<file path="src/pibht_pkg.sv">
`timescale 1ns / 1ps
// Shared types, codes and defaults of the point-in-box hit table.
package pibht_pkg;

  localparam int unsigned MAX_BOXES_DEF = 64;

  // Configuration port: two 32-bit registers at byte addresses 0 and 4.
  localparam int unsigned CFG_ADDR_W = 3;
  localparam logic        REG_MAP_WIDTH  = 1'b0;
  localparam logic        REG_MAP_HEIGHT = 1'b1;
  localparam logic [14:0] MAP_WIDTH_RST  = 15'd1024;
  localparam logic [14:0] MAP_HEIGHT_RST = 15'd1024;

  typedef enum logic [2:0] {
    FN_QUERY  = 3'd0,
    FN_HCHECK = 3'd1,
    FN_VCHECK = 3'd2,
    FN_ADD    = 3'd3,
    FN_CLEAR  = 3'd4
  } func_e;

  typedef enum logic [1:0] {
    SRC_NONE = 2'd0,
    SRC_MAP  = 2'd1,
    SRC_BOX  = 2'd2
  } src_e;

  typedef enum logic [1:0] {
    ST_IDLE = 2'd0,
    ST_SCAN = 2'd1,
    ST_DONE = 2'd2
  } state_e;

  // One stored box: corner, inclusive extent, player flag and owner.
  typedef struct packed {
    logic signed [15:0] x;
    logic signed [15:0] y;
    logic [14:0]        w;
    logic [14:0]        h;
    logic               player;
    logic [7:0]         owner;
  } box_t;

  typedef struct packed {
    logic       hit;
    src_e       source;
    logic       player;
    logic [7:0] owner;
    logic       full;
  } result_t;

endpackage

</file>
<file path="src/pibht_box_cmp.sv">
`timescale 1ns / 1ps
// Shared containment comparator: is the point inside one box, edges included.
module pibht_box_cmp import pibht_pkg::*; (
  input  logic signed [15:0] pt_x_i,
  input  logic signed [15:0] pt_y_i,
  input  box_t               box_i,
  output logic               inside_o
);

  logic signed [16:0] px, py, lx, ly, hx, hy;

  // 17 bits hold corner plus extent without wrap.
  assign px = {pt_x_i[15], pt_x_i};
  assign py = {pt_y_i[15], pt_y_i};
  assign lx = {box_i.x[15], box_i.x};
  assign ly = {box_i.y[15], box_i.y};
  assign hx = lx + $signed({2'b00, box_i.w});
  assign hy = ly + $signed({2'b00, box_i.h});

  assign inside_o = (px >= lx) && (px <= hx) && (py >= ly) && (py <= hy);

endmodule

</file>
<file path="config.mk">
export PLATFORM = sky130hd
export DESIGN_NAME = pibht_box_cmp
export DESIGN_NICKNAME = d
export VERILOG_FILES = /design/src/pibht_pkg.sv /design/src/pibht_box_cmp.sv
export SDC_FILE = /design/constraint.sdc
export NUM_CORES = 1
export LEC_CHECK = 0
export ABC_AREA = 1
export BUFFER_PORTS_ARGS = -buffer_cell sky130_fd_sc_hd__buf_2
export CAP_MARGIN = 30
export CORE_MARGIN = 4
export CORE_UTILIZATION = 50
export DETAILED_ROUTE_END_ITERATION = 10
export PLACE_DENSITY = 0.92
export SYNTH_ARGS = -nofsm -noshare
export SYNTH_HDL_FRONTEND = slang
export SYNTH_SLANG_ARGS = --single-unit
</file>
<file path="constraint.sdc">
create_clock -name vclk -period 2.34
set_input_delay 0.117 -clock vclk [all_inputs]
set_output_delay 0.117 -clock vclk [all_outputs]
set_load 0.1 [all_outputs]
</file>
==> results of run 1 <==
tightest hold or removal path: cells and delay by family:
family | cells | cell delay [ns]
AND/OR/NAND/NOR | 5 | 0.31
buffers and inverters | 2 | 0.26
adder cells (fa/ha/maj) | 1 | 0.14
AO/OA/AOI/OAI | 2 | 0.08
stage by stage:
step | TNS, ns | hold slack (ns) | util, % | instance area [um2]
floorplan | -0.437 | 0.693 | - | 3320
global placement | -0.548 | 1.01 | 68.6 | 4350
detailed placement | -0.701 | 1.04 | 68.6 | 4350
CTS | -0.512 | 1.04 | 72.2 | 4580
global route | -0.696 | 1.11 | 77.5 | 4920
finish | -0.592 | 1.03 | 77.5 | 4920
cell usage after synthesis:
master | instances | share of area [%]
nand2_2 | 6 | 1.1
nand2_1 | 133 | 15
a21oi_2 | 7 | 1.9
a21o_1 | 6 | 1.4
xnor2_1 | 9 | 2.4
a211oi_1 | 5 | 1.1
o21ai_0 | 17 | 2.6
xor2_1 | 14 | 3.7
nor3_1 | 3 | 0.46
inv_2 | 2 | 0.23
nand3_1 | 24 | 3.7
o21ai_2 | 4 | 1.1
o211ai_1 | 1 | 0.23
nor2_1 | 34 | 3.9
a21oi_1 | 38 | 5.8
fa_1 | 2 | 1.2
ha_1 | 96 | 37
nor4_1 | 1 | 0.19
a21oi_4 | 2 | 0.99
nor2_2 | 2 | 0.38
o21ai_1 | 5 | 0.76
nand4_1 | 9 | 1.7
nand3b_1 | 3 | 0.69
a21boi_0 | 1 | 0.23
inv_1 | 94 | 11
o21bai_1 | 4 | 0.92
a221oi_1 | 2 | 0.54
worst min-delay path by stage:
stage	endpoint	slack, ns
2_1_floorplan	inside_o	0.69
3_3_place_gp	inside_o	1.01
3_5_place_dp	inside_o	1.04
4_1_cts	inside_o	1.04
5_1_grt	inside_o	1.11
6_report	inside_o	1.03
cells in the final DEF, fill, tap and decap left out, types with 18 or more instances in the layout:
master   instances
ha_1            78
nand2_1        124
a21oi_1         25
buf_4           71
buf_2           90
ha_4            18
inv_1           87
nand3_1         20
nor2_1          27
layout make-up:
type	instances	area, um2	area share [%]
Inverter	96	360	7.32
Multi-Input combinational cell	428	3410	69.3
Tap cell	77	96.3	1.96
Timing Repair Buffer	166	1050	21.4
power breakdown:
part	internal, uW	total, uW	leakage (uW)	switching [uW]
clock	0	0	0	0
combinational	672	1480	0.00275	806
sequential	0	0	0	0
logic make-up after synthesis:
group	synth area share [%]
adder cells (fa/ha/maj)	37.9
XOR/XNOR	6.15
AO/OA/AOI/OAI	17.5
buffers and inverters	11.0
AND/OR/NAND/NOR	27.4
routing by layer:
metal  GRT usage [%]  part of all wire (%)  vias up
met2            56.8                    54      222
li1                -                     -     2072
met3            2.12                   5.8       84
met5               0                     0        -
met4            13.9                   6.2        0
met1            24.6                    34     1988
what timing repair did:
| item | CTS | global route |
|---|---|---|
| pin swaps | 40 | 34 |
| setup buffers | 3 | 8 |
| setup endpoints to repair | 1 | 1 |
| resized for setup | 47 | 48 |
==> impl_metrics.json, run 1 <==
{
  "num_rows": 29,
  "synth_cell_type_count": 27,
  "antenna_found_initial": 0,
  "cpMaxStageDelayCell": "ha_1",
  "io_pins": 104,
  "grt_use_total_pct": 26.8,
  "path_depth": 20,
  "outcome": "complete, but fails checks",
  "path_class": "input port to output port",
  "yosysWarnings": 0,
  "portBuffers": 95,
  "violations": "negative setup slack",
  "worst_pin_slew_ns": 0.376,
  "crit_top_cell": "nand2_1",
  "cts_hold_buffers": 0,
  "grt_pass1_wl_um": 17500,
  "maxSlewHeadroom_pct": 74.6,
  "fmax_ghz": 0.341,
  "hold_viol_final": 0,
  "grt-ovfl-total": 0,
  "cp_max_fo": 4,
  "grt_max_degree": 6,
  "critPathRequiredTime_ns": 2.22,
  "setup_violations": 1,
  "slew_violations": 0,
  "post_drt_wl_per_cell_um": 16.0,
  "die_x_um": 88.9,
  "via_count": 4366,
  "setup_ws_ns": -0.592,
  "synth_area_mm2": 0.00327,
  "rsz0062_at_grt": "true",
  "seqCellArea_um2": 0,
  "n_sequential_cell": 0,
  "min_path_type": "input port to output port",
  "critPathBufInv": 2,
  "hold_start": "pt_x_i[15]",
  "path_cells": "buf_2 > ha_1 > a21oi_2 > o21ai_2 > a221oi_2 > nand2_1 > nand2_1 > nand2_2 > ha_4 > nand2_2 > nor2_4 > nand3_2 > nor2_1 > nand2_1 > nand3_1 > nand2_1 > nand2_1 > nand3_2 > nor2_4 > buf_12",
  "endpoint_kind": "output port",
  "area_delta_synth_final_pct": 50.3,
  "drt_iter0_markers": 182,
  "syn_nets": 725,
  "fillers": 423,
  "max-vdd-ir-drop_mv": 0.183,
  "place_hpwl_um": 8980,
  "drt_first_pass_iters": 5,
  "fp.dieArea_mm2": 0.00791,
  "maxCapViolCount": 0,
  "design_power_total_uw": 1480,
  "post-place-ws_ns": -0.701,
  "power_density_mw_per_mm2": 300,
  "nClkBuffers": 0,
  "min_period_ns": 2.93,
  "syn_avg_cell_area_um2": 6.25,
  "start_util_pct": 51.6,
  "drive_gt1_share_pct": 37.7,
  "fin_crit_sh_pct": 125,
  "fin_nets": 893,
  "seq_area_frac_synth_pct": 0,
  "final_cells": 767,
  "dp.cells": 756,
  "crit_path_end": "inside_o",
  "route.detailed.drc": 0,
  "vias_per_cell": 5.69,
  "fp.dieH_um": 88.9,
  "hold_path_depth": 10,
  "worstPathArrival_ns": 2.81,
  "critPathLaunchType": "input port",
  "power_leakage_uw": 0.00275,
  "grt_pass1_vias": 4471,
  "syn_inst": 524,
  "gp_congestion": 0.948,
  "wirelength_um": 12300,
  "num_antenna_cells": 0,
  "critical_path.startpoint": "box_i[64]",
  "slowest_delay_ns": 0.35,
  "path_delay_family": "simple AND/OR/NAND/NOR gates",
  "postRouteAntennaNets": 0,
  "design.core.area_mm2": 0.00635
}
(Power assumes the default switching activity.)
==> run 2: changes to the inputs <==
--- a/config.mk
+++ b/config.mk
@@ -11,7 +11,9 @@
 export CORE_MARGIN = 4
 export CORE_UTILIZATION = 50
 export DETAILED_ROUTE_END_ITERATION = 10
+export GPL_TIMING_DRIVEN = 1
 export PLACE_DENSITY = 0.92
+export REMOVE_ABC_BUFFERS = 1
 export SYNTH_ARGS = -nofsm -noshare
 export SYNTH_HDL_FRONTEND = slang
 export SYNTH_SLANG_ARGS = --single-unit
==> run 2 against run 1 <==
Compared with the run above: the flow finishes with violations (design-rule violations, negative setup slack); global-route usage decreased by 0.16 points; die area unchanged; worst setup slack worse by 0.18 ns; largest cell class unchanged.
==> impl_metrics.json, run 2 (synthesized netlist as in run 1, its figures left out) <==
{
  "drt_iter0_markers": 472,
  "violations": "design-rule violations, negative setup slack",
  "maxSlewHeadroom_pct": 74.4,
  "min_path_type": "input port to output port",
  "drive_gt1_share_pct": 39.4,
  "vias_per_cell": 6.04,
  "endpoint_kind": "output port",
  "num_antenna_cells": 0,
  "n_sequential_cell": 0,
  "outcome": "complete, but fails checks",
  "route.detailed.drc": 1,
  "dp.cells": 785,
  "hold_viol_final": 0,
  "wirelength_um": 14400,
  "max-vdd-ir-drop_mv": 0.189,
  "antenna_found_initial": 0,
  "hold_ws_ns": 1.07,
  "setup_violations": 1,
  "finalSetupTns_ns": -0.775,
  "cp_max_fo": 3,
  "top_layer": "met4",
  "grt_pass1_wl_um": 17400,
  "final_common_cell": "nand2_1",
  "num_rows": 29,
  "maxCapViolCount": 0,
  "die_x_um": 88.9,
  "critPathLaunchType": "input port",
  "fp.dieArea_mm2": 0.00791,
  "design_power_total_uw": 1610,
  "grt_use_total_pct": 26.7,
  "power_leakage_uw": 0.00292,
  "gp_congestion": 0.936,
  "worst_pin_slew_ns": 0.380,
  "post-place-ws_ns": -0.789,
  "worstPathArrival_ns": 3.00,
  "wl_met2_um": 6910,
  "nClkBuffers": 0,
  "met1_length_um": 5100,
  "min_period_ns": 3.12,
  "io_pins": 104,
  "slew_violations": 0,
  "multi_input_area_mm2": 0.00334,
  "fmax_ghz": 0.321,
  "layout_common_cells": "nand2_1 (125), buf_4 (99), inv_1 (89), buf_2 (89), ha_1 (83)",
  "postRouteAntennaNets": 0,
  "grt_pass1_vias": 4219,
  "start_util_pct": 51.6,
  "fin_nets": 924,
  "rsz0062_at_grt": "true",
  "via_count": 4816,
  "grt_max_degree": 6,
  "area_delta_synth_final_pct": 55.9,
  "wl_met3_um": 1220,
  "fillers": 361,
  "critPathRequiredTime_ns": 2.22,
  "path_class": "input port to output port",
  "final_cells": 798,
  "grt-ovfl-total": 0,
  "design.core.area_mm2": 0.00635,
  "post_drt_wl_per_cell_um": 18.0,
  "fin_crit_sh_pct": 133,
  "power_density_mw_per_mm2": 315,
  "drt_first_pass_iters": 8,
  "portBuffers": 95,
  "place_hpwl_um": 8910,
  "fp.dieH_um": 88.9,
  "seqCellArea_um2": 0,
  "setup_ws_ns": -0.775
}
## run 2: path summary, 6_finish.rpt
path,end,depth (start not counted),slack [ns],start
max,inside_o,24,-0.78,box_i[58]
min,inside_o,8,1.07,pt_y_i[15]
## run 2: layer usage
layer / vias up / global-route usage, %
met1: 2180 / 31.2
met2: 373 / 50.7
met5: - / 0
li1: 2133 / -
met4: 0 / 10.0
met3: 130 / 1.20
## run 2: per-stage QoR
step | util [%] | instance area [um2]
CTS | 74.7 | 4740
global placement | 71.3 | 4530
floorplan | - | 3270
finish | 80.4 | 5100
detailed placement | 71.3 | 4530
global route | 80.4 | 5100
## run 2: layout make-up
type	count	share of cell area (%)
Timing Repair Buffer	197	25.6
Inverter	96	7.06
Tap cell	77	1.89
Multi-Input combinational cell	428	65.5
## run 2: where the power goes
part           internal, uW  switching, uW
clock                     0              0
combinational           729            881
sequential                0              0
total                   729            881
## run 2: timing repair
action | in CTS | in global routing
endpoints found under the setup margin | 1 | 1
pin swaps | 37 | 49
gates resized for setup | 46 | 57
setup buffers | 4 | 10
hold buffers | 0 | 0
cloned | 0 | 0
## run 2: worst max-delay path, stage by stage
cell     delay (ns)
buf_2          0.15
ha_4           0.28
a21oi_4        0.17
o21ai_4        0.09
a21oi_4        0.20
inv_2          0.08
nand2_2        0.08
nand2_4        0.07
nand2_2        0.07
inv_1          0.05
o21ai_1        0.16
nand2_1        0.12
ha_4           0.31
nand2_4        0.06
inv_2          0.06
nand3_2        0.08
nor2_1         0.10
nand2_1        0.08
nand3_1        0.08
nand2_1        0.07
nand2_1        0.10
nand3_2        0.09
nor2_4         0.13
buf_12         0.18
==> run 3: changes to the inputs <==
--- a/config.mk
+++ b/config.mk
@@ -12,7 +12,7 @@
 export CORE_UTILIZATION = 50
 export DETAILED_ROUTE_END_ITERATION = 10
 export GPL_TIMING_DRIVEN = 1
-export PLACE_DENSITY = 0.92
+export PLACE_DENSITY = 0.89
 export REMOVE_ABC_BUFFERS = 1
 export SYNTH_ARGS = -nofsm -noshare
 export SYNTH_HDL_FRONTEND = slang
==> constraint.sdc (replaced) <==
create_clock -name vclk -period 3
set_input_delay 0.15 -clock vclk [all_inputs]
set_output_delay 0.15 -clock vclk [all_outputs]
set_load 0.1 [all_outputs]
==> run 3 against run 2 <==
Compared with the run above: the flow now finishes without violations; first-iteration DRC count fell by 61%; design area fell by 14%; critical path depth fell by 2; clock-buffer cell count did not move; die area did not move; total power fell by 39%; sequential share of layout area did not move; utilization fell by 11 points; critical endpoint unchanged; largest cell class unchanged.
==> impl_metrics.json, run 3 (synthesized netlist as in run 1, its figures left out) <==
{
  "outcome": "complete, no violations",
  "maxSlewHeadroom_pct": 67.9,
  "worstPathArrival_ns": 2.82,
  "vias_per_cell": 5.45,
  "place_hpwl_um": 7870,
  "route.detailed.drc": 0,
  "rsz0062_at_grt": "true",
  "path_class": "input port to output port",
  "portBuffers": 95,
  "post_drt_wl_per_cell_um": 13.7,
  "antenna_found_initial": 0,
  "num_rows": 29,
  "crit_top_cell": "nand2_1",
  "critPathBufInv": 4,
  "n_sequential_cell": 0,
  "power_leakage_uw": 0.00255,
  "drt_first_pass_iters": 5,
  "critPathRequiredTime_ns": 2.85,
  "endpoint_kind": "output port",
  "grt-ovfl-total": 0,
  "postRouteAntennaNets": 0,
  "fin_nets": 853,
  "critPathLaunchType": "input port",
  "worst_pin_slew_ns": 0.476,
  "nClkBuffers": 0,
  "io_pins": 104,
  "drt_iter0_markers": 184,
  "cpMaxStageDelayCell": "ha_4",
  "design_power_total_uw": 975,
  "path_delay_family": "simple AND/OR/NAND/NOR gates",
  "seqCellArea_um2": 0,
  "drive_gt1_share_pct": 29.5,
  "fp.dieH_um": 88.9,
  "fin_crit_sh_pct": 99.2,
  "final_core_util_pct": 69.5,
  "final_common_cell": "nand2_1",
  "layout_common_cells": "nand2_1 (130), buf_2 (90), inv_1 (89), ha_1 (86)",
  "cts_hold_buffers": 0,
  "path_cells": "buf_2 > ha_4 > a21oi_2 > o21ai_4 > a21oi_4 > inv_2 > nand2_2 > nand2_4 > nand2_1 > inv_1 > o21ai_1 > nand2_1 > ha_4 > nand2_1 > nor3_1 > nand4_1 > nand2_1 > nand2_1 > nand2_1 > nand3_2 > nor2_4 > buf_12",
  "num_antenna_cells": 0,
  "area_delta_synth_final_pct": 34.7,
  "hold_viol_final": 0,
  "gp_congestion": 0.947,
  "max-vdd-ir-drop_mv": 0.121,
  "multi_input_area_mm2": 0.00320,
  "fmax_ghz": 0.336,
  "die_x_um": 88.9,
  "fp.dieArea_mm2": 0.00791,
  "start_util_pct": 51.6,
  "design.core.area_mm2": 0.00635,
  "fillers": 496,
  "maxCapViolCount": 0,
  "grt_pass1_wl_um": 14500,
  "grt_max_degree": 8,
  "via_count": 3961,
  "hold_ws_ns": 1.08,
  "wirelength_um": 9960,
  "slew_violations": 0,
  "min_path_type": "input port to output port",
  "grt_pass1_vias": 3615,
  "setup_violations": 0,
  "slowest_delay_ns": 0.29,
  "power_density_mw_per_mm2": 221,
  "cp_max_fo": 3,
  "grt_use_total_pct": 21.8,
  "min_period_ns": 2.97
}
## run 3: stage by stage
stage | TNS [ns] | setup WS, ns | area [um2] | instances
after floorplan | -0.694 | -0.694 | 3270 | 524
after global placement | -0.0439 | -0.0439 | 4000 | 714
after detailed placement | -0.144 | -0.144 | 4000 | 714
after CTS | 0 | 0.00916 | 4070 | 716
after global routing | -0.183 | -0.183 | 4410 | 727
final | 0 | 0.0255 | 4410 | 727
## run 3: timing repair
item	in CTS	in global routing
buffers inserted	2	11
gates resized for setup	12	59
pin swaps	9	45
setup endpoints to repair	1	1
## run 3: final timing paths
path / end / startpoint / cells past startpoint / slack, ns
worst max-delay path: inside_o / box_i[27] / 22 / 0.03
worst min-delay path: inside_o / pt_y_i[15] / 8 / 1.08
## run 3: metal layers
metal | track usage (%) | share of wire, % | vias up
met3 | 1.38 | 5.3 | 20
met2 | 42.2 | 53 | 143
met1 | 26.5 | 40 | 1804
met4 | 3.30 | 1.6 | 0
li1 | - | - | 1994
met5 | 0 | 0 | -
## run 3: report_power, final
group	internal (uW)	switching, uW
Combinational	430	545
Clock	0	0
Sequential	0	0
## run 3: worst min-delay path: stages
cell     delay [ns]
buf_2          0.12
ha_1           0.17
a21oi_1        0.04
nand4_1        0.06
nand3_1        0.08
nand3_2        0.10
nor2_4         0.04
buf_12         0.15
## run 3: cell type report
cell class / count / area share [%]
Multi-Input combinational cell: 428 / 72.5
Tap cell: 77 / 2.18
Timing Repair Buffer: 126 / 17.1
Inverter: 96 / 8.17
